<file path="config.mk">
export PLATFORM = sky130hd
export DESIGN_NAME = font_unicode_table_decoder_top
export DESIGN_NICKNAME = d
export VERILOG_FILES = /design/src/futd_pkg.sv /design/src/font_unicode_table_decoder_top.sv
export SDC_FILE = /design/constraint.sdc
export NUM_CORES = 1
export LEC_CHECK = 0
export ABC_AREA = 0
export BUFFER_PORTS_ARGS = -buffer_cell sky130_fd_sc_hd__buf_2
export CORE_UTILIZATION = 56
export CTS_BUF_LIST = sky130_fd_sc_hd__clkbuf_16
export DETAILED_ROUTE_END_ITERATION = 12
export PLACE_DENSITY = 0.78
export SLEW_MARGIN = 20
export SYNTH_ARGS = -nofsm -noshare
export SYNTH_HDL_FRONTEND = slang
export SYNTH_SLANG_ARGS = --single-unit
</file>
<file path="constraint.sdc">
create_clock -name clk -period 5.8 [get_ports clk]
set_input_delay 1.16 -clock clk [delete_from_list [all_inputs] [get_ports clk]]
set_output_delay 1.16 -clock clk [all_outputs]
set_load 0.01 [all_outputs]
</file>
<file path="src/futd_pkg.sv">
package futd_pkg;

	// Width of the record counter; the glyph number port shows its low bits.
	localparam int GLYPH_COUNT_BITS = 16;

	localparam int CP_W    = 21;
	localparam int GLYPH_W = 16;
	localparam int BYTE_W  = 8;

	localparam logic [CP_W-1:0] CP_LIMIT = 21'h110000;
	localparam logic [CP_W-1:0] CP_MAX   = 21'h10FFFF;

	localparam logic [GLYPH_COUNT_BITS-1:0] COUNT_MAX = {GLYPH_COUNT_BITS{1'b1}};

	localparam logic [BYTE_W-1:0] BYTE_RECORD_END = 8'hFF;

	localparam logic [1:0] PENDING_NONE = 2'd0;
	localparam logic [1:0] PENDING_ONE  = 2'd1;
	localparam logic [1:0] PENDING_TWO  = 2'd2;
	localparam logic [1:0] PENDING_THREE = 2'd3;

endpackage

</file>
<file path="src/font_unicode_table_decoder_top.sv">
// Font unicode table decoder.
// The input channel (in_valid/in_ready) moves one table byte per transfer,
// with end_of_table marking the last byte of a table. Bytes are decoded as
// UTF-8; every complete code point below 0x110000 gives one transfer on the
// output channel (out_valid/out_ready) carrying the code point and the
// current glyph number. The byte FF, or a four-byte value of 0x110000, closes
// a record and advances the glyph number, which saturates at its top value.
// Bytes that close a record, start or continue a sequence, or are invalid
// give no output transfer.
// A byte is held in the input register and its result in the result register;
// the result can transfer once it is in the result register. Throughput is one
// byte per cycle while the receiver does not stall: the decoder state lives in a
// few small registers updated once per byte.
// When the receiver stalls, the result register holds its item and the
// input register holds the next byte; in_ready drops once both are full.
// Reset clears the open sequence, the glyph counter and both valid flags.
// After a byte with end_of_table set, the open sequence and the glyph
// counter are cleared before the next byte.
module font_unicode_table_decoder_top (
	input  logic                         clk,
	input  logic                         arst_n,
	input  logic                         in_valid,
	output logic                         in_ready,
	input  logic [futd_pkg::BYTE_W-1:0]  table_byte,
	input  logic                         end_of_table,
	output logic                         out_valid,
	input  logic                         out_ready,
	output logic [futd_pkg::CP_W-1:0]    mapped_code_point,
	output logic [futd_pkg::GLYPH_W-1:0] glyph_number
);
	import futd_pkg::*;

	logic                        valid_s1;
	logic [BYTE_W-1:0]           byte_s1;
	logic                        end_s1;

	logic [1:0]                  bytes_pending_q;
	logic [CP_W-1:0]             partial_q;
	logic                        four_byte_q;
	logic [GLYPH_COUNT_BITS-1:0] record_counter_q;

	logic                        out_valid_q;
	logic [CP_W-1:0]             code_point_q;
	logic [GLYPH_W-1:0]          glyph_q;

	logic                        advance_s1;
	logic                        is_cont;
	logic [CP_W-1:0]             shifted_value;
	logic [1:0]                  pending_dec;
	logic [1:0]                  pending_n;
	logic [CP_W-1:0]             partial_n;
	logic                        four_n;
	logic                        end_record;
	logic                        emit;
	logic [CP_W-1:0]             emit_value;

	assign advance_s1 = valid_s1 && (!out_valid_q || out_ready);
	assign in_ready   = !valid_s1 || advance_s1;

	always_ff @(posedge clk or negedge arst_n) begin
		if (!arst_n) begin
			valid_s1 <= 1'b0;
		end else if (in_ready) begin
			valid_s1 <= in_valid;
		end
	end

	always_ff @(posedge clk) begin
		if (in_ready && in_valid) begin
			byte_s1 <= table_byte;
			end_s1  <= end_of_table;
		end
	end

	assign is_cont       = (byte_s1[7:6] == 2'b10);
	assign shifted_value = {partial_q[CP_W-7:0], byte_s1[5:0]};
	assign pending_dec   = bytes_pending_q - 2'd1;

	always_comb begin
		pending_n  = bytes_pending_q;
		partial_n  = partial_q;
		four_n     = four_byte_q;
		end_record = 1'b0;
		emit       = 1'b0;
		emit_value = shifted_value;

		if (bytes_pending_q != PENDING_NONE && is_cont) begin
			partial_n = shifted_value;
			pending_n = pending_dec;
			if (pending_dec == PENDING_NONE) begin
				if (four_byte_q) begin
					four_n = 1'b0;
					if (shifted_value == CP_LIMIT) begin
						end_record = 1'b1;
					end else if (shifted_value <= CP_MAX) begin
						emit = 1'b1;
					end
				end else begin
					emit = 1'b1;
				end
			end
		end else begin
			// Any open sequence is dropped; the byte is taken as a new lead.
			pending_n = PENDING_NONE;
			partial_n = '0;
			four_n    = 1'b0;
			priority if (byte_s1[7:3] == 5'b11111) begin
				end_record = (byte_s1 == BYTE_RECORD_END);
			end else if (!byte_s1[7]) begin
				emit       = 1'b1;
				emit_value = CP_W'(byte_s1);
			end else if (is_cont) begin
				// A stray continuation byte is ignored.
			end else if (!byte_s1[5]) begin
				partial_n = CP_W'(byte_s1[4:0]);
				pending_n = PENDING_ONE;
			end else if (!byte_s1[4]) begin
				partial_n = CP_W'(byte_s1[3:0]);
				pending_n = PENDING_TWO;
			end else begin
				partial_n = CP_W'(byte_s1[2:0]);
				pending_n = PENDING_THREE;
				four_n    = 1'b1;
			end
		end
	end

	always_ff @(posedge clk or negedge arst_n) begin
		if (!arst_n) begin
			bytes_pending_q  <= PENDING_NONE;
			partial_q        <= '0;
			four_byte_q      <= 1'b0;
			record_counter_q <= '0;
		end else if (advance_s1) begin
			if (end_s1) begin
				bytes_pending_q  <= PENDING_NONE;
				partial_q        <= '0;
				four_byte_q      <= 1'b0;
				record_counter_q <= '0;
			end else begin
				bytes_pending_q <= pending_n;
				partial_q       <= partial_n;
				four_byte_q     <= four_n;
				if (end_record && record_counter_q != COUNT_MAX) begin
					record_counter_q <= record_counter_q + 1'b1;
				end
			end
		end
	end

	always_ff @(posedge clk or negedge arst_n) begin
		if (!arst_n) begin
			out_valid_q <= 1'b0;
		end else if (advance_s1) begin
			out_valid_q <= emit;
		end else if (out_ready) begin
			out_valid_q <= 1'b0;
		end
	end

	always_ff @(posedge clk) begin
		if (advance_s1 && emit) begin
			code_point_q <= emit_value;
			glyph_q      <= GLYPH_W'(record_counter_q);
		end
	end

	assign out_valid         = out_valid_q;
	assign mapped_code_point = code_point_q;
	assign glyph_number      = glyph_q;

	a_four_byte_open: assert property (@(posedge clk) disable iff (!arst_n)
		four_byte_q |-> bytes_pending_q != PENDING_NONE)
		else $error("four-byte flag set with no sequence open");

	a_end_clears: assert property (@(posedge clk) disable iff (!arst_n)
		advance_s1 && end_s1 |=> record_counter_q == '0 && bytes_pending_q == PENDING_NONE)
		else $error("end of table did not clear the decoder state");

	a_counter_monotonic: assert property (@(posedge clk) disable iff (!arst_n)
		advance_s1 && !end_s1 |=> record_counter_q >= $past(record_counter_q))
		else $error("record counter decreased without end of table");

	a_stall_holds: assert property (@(posedge clk) disable iff (!arst_n)
		out_valid_q && !out_ready |-> !advance_s1)
		else $error("input stage advanced over a stalled result");

	a_cp_range: assert property (@(posedge clk) disable iff (!arst_n)
		out_valid_q |-> code_point_q <= CP_MAX)
		else $error("code point out of range on output");

endmodule

</file>
==> impl_metrics.toml <==
[global_route]
overflow = 0
track_usage_pct = 22.9
antenna_found_initial = 0
grt_pass1_vias = 2349
grt_max_degree = 47
grt_pass1_wl_um = 11300

[routing]
wl_per_cell_um = 16.8
drc_errors = 0
routed_wirelength_um = 6880
firstDrtPassIters = 4
initialDrtViolationCount = 244
drtAntennaViolNets = 0
via_per_inst = 6.15
via_count = 2523

[final_layout]
seqCellArea_um2 = 2280
multi_input_area_um2 = 1190
diodes = 0
nets = 346
areaGrowthSynthToFinish_pct = 17.6
final_layout_size_suffix_gt1_share_pct = 23.9
fillers = 409
final_cell_mix = "buf_2, edfxtp_1, dfrtp_1"
layout_commonest_cell = "buf_2"

[synth]
syn_inst = 280
async_reset_ff_share_pct = 43.9
synth-simple-area-share_pct = 18.0
synth_top_family_by_area = "simple AND/OR/NAND/NOR gates"
synthFlopType = "edfxtp_1"
synth_xor_area_share_pct = 0
yosysWarnings = 0
syn_avg_cell_area_um2 = 12.8
synth_edf_count = 46
seq_area_frac_synth_pct = 63.6
synth_fa_ha_area_share_pct = 1.05
synth_seq_cells = 82
synth_compound_area_share_pct = 13.5
synth_mux_area_share_pct = 0.314
netlist_area_um2 = 3590
syn_nets = 296
synthDistinctLibCells = 55

[job]
cap_violations = 0

[setup_path]
crit_chain = "buf_2, nor2b_1, nand2_1, buf_2"
critPathLaunchType = "input pin"
cp_data_required_time_ns = 4.64
cp-end-kind = "output pin"
critPathKind = "in2out"
critical_path_arrival_ns = 1.69
crit_top_cell = "buf_2"
crit_slowest_cell = "nor2b_1"
r2r.worst_path.cells = 5
worst-path-max-fanout = 4
crit_path_max_incr_delay_ns = 0.18

[sta]
max_slew_margin_pct = 45.3
setup_tns_ns = 0
hold_viol_final = 0
worst_pin_slew_ns = 0.820
grt_setup_unrepaired = "false"
final_max_slew_viol_count = 0
finClkSkew_ns = 0.0112
fmax_mhz = 351
setup_viol = 0
finalCritPeriodShare_pct = 49.1
period_needed_ns = 2.85

[floorplanning]
die_width_um = 82.0
chipHeight_um = 82.0
start_util_pct = 59.2
core-area_um2 = 6060
fp-row-count = 28
ios = 52
dieArea_um2 = 6730

[power_and_ir_drop]
p_per_area_nw_per_um2 = 342
p_leak_uw = 0.00176
vdd_drop_max_mv = 0.208
finalPower_uw = 1440

[placement]
hpwl_um = 4380
port_buffers = 51
routabilityCongestion = 0.847

[clock_tree]
cts_buffer_depth = 2
cts_resized = 0
cts_setup_buffers = 0
cts_made_buffers = 9
cts_hold_buffers = 0
clock_sinks = 82
root_buffer = "clkbuf_16"
clock_latency_ns = 0.34
clkTransAtPathRegs_ns = 0.05
cts_tree = "built"
htreeDepth = 3

[min_path]
holdPathStages = 0
hp-class = "reg2reg"

[run_status]
status = "finished, final reports clean"
[worst max-delay path, delay by kind of cell]
kind / cells / cell delay [ns]
AND/OR/NAND/NOR: 2 / 0.29
buffers and inverters: 2 / 0.24
[final cells by class]
class                           count  area share, %
Clock buffer                        9           5.34
Tap cell                           75           2.22
Sequential cell                    82           54.1
Clock inverter                      7           2.02
Inverter                           12           1.07
Timing Repair Buffer               54           7.06
Multi-Input combinational cell    171           28.2
[synthesized netlist by cell type, types with 2 or more instances]
cell | number | area [µm²]
edfxtp_1 | 46 | 1380
dfrtp_1 | 36 | 901
nand2_1 | 18 | 67.6
and2_1 | 17 | 106
and3_1 | 15 | 93.8
a22o_1 | 13 | 114
inv_1 | 12 | 45.0
nor3_1 | 11 | 55.1
clkbuf_1 | 9 | 33.8
nand3_1 | 8 | 40.0
nand4_1 | 8 | 50.1
a21boi_0 | 7 | 52.6
a211oi_1 | 6 | 45.0
a41oi_1 | 6 | 52.6
o311ai_0 | 6 | 52.6
nor2_1 | 5 | 18.8
o21ai_0 | 5 | 25.0
ha_1 | 3 | 37.5
nand2b_1 | 3 | 18.8
a21oi_1 | 2 | 10.0
a32o_1 | 2 | 20.0
and2_2 | 2 | 15.0
and3_2 | 2 | 15.0
and4_1 | 2 | 17.5
buf_2 | 2 | 10.0
nand4b_1 | 2 | 17.5
nor2b_1 | 2 | 12.5
nor4_1 | 2 | 12.5
or4_1 | 2 | 15.0
[through the flow]
step | cells | instance area (µm²) | utilization, % | setup WS, ns | hold WS (ns)
finish | 410 | 4220 | 69.6 | 2.95 | 0.523
global route | 410 | 4220 | 69.6 | 2.84 | 0.538
CTS | 410 | 4220 | 69.6 | 2.95 | 0.514
detailed placement | 394 | 3910 | 64.5 | 2.95 | 0.501
global placement | 393 | 3880 | 64.0 | 2.74 | 0.498
floorplan | 280 | 3590 | - | 1.81 | 0.470
[power breakdown]
group | internal [µW] | leakage [µW] | switching, µW | total, µW
Clock | 372 | 0.000156 | 215 | 587
Sequential | 674 | 0.000935 | 49.6 | 724
Combinational | 53.3 | 0.000670 | 77.2 | 131
Total | 1100 | 0.00176 | 342 | 1440
[worst paths after layout]
| path | slack (ns) | to | start |
|---|---|---|---|
| max in group asynchronous | 4.37 | record_counter_q[13] | arst_n |
| setup reg to reg | 3.33 | record_counter_q[14] | byte_s1[7] |
| min in group asynchronous | 0.91 | record_counter_q[3] | arst_n |
| setup / recovery | 2.95 | in_ready | out_ready |
| hold / removal | 0.52 | glyph_number[13] | record_counter_q[13] |
| hold reg to reg | 0.52 | glyph_number[13] | record_counter_q[13] |
[flip-flops by register name, indices dropped and copies added (netlist names)]
signal	count
bytes_pending_q	2
four_byte_q	1
byte_s1	8
out_valid	1
record_counter_q	16
glyph_number	16
valid_s1	1
mapped_code_point	21
partial_q	15
end_s1	1
[cells by family (layout without fill, tap and decap cells)]
logic type / count (synthesis) / after routing
and+or+nand+nor: 107 / 107
muxes: 1 / 1
DFF: 82 / 82
adders and majority gates: 3 / 3
AOI/OAI and AO/OA: 60 / 60
buffers and inverters: 27 / 82
[metal layers]
layer | global-route usage, % | share of wire [%] | vias to the layer above
li1 | - | - | 1189
met1 | 32.7 | 45 | 1220
met2 | 34.5 | 47 | 101
met3 | 4.11 | 7.3 | 13
met4 | 10.0 | 1.6 | 0
met5 | 0 | 0 | -
Note: power is estimated with default switching activity, not from simulation.
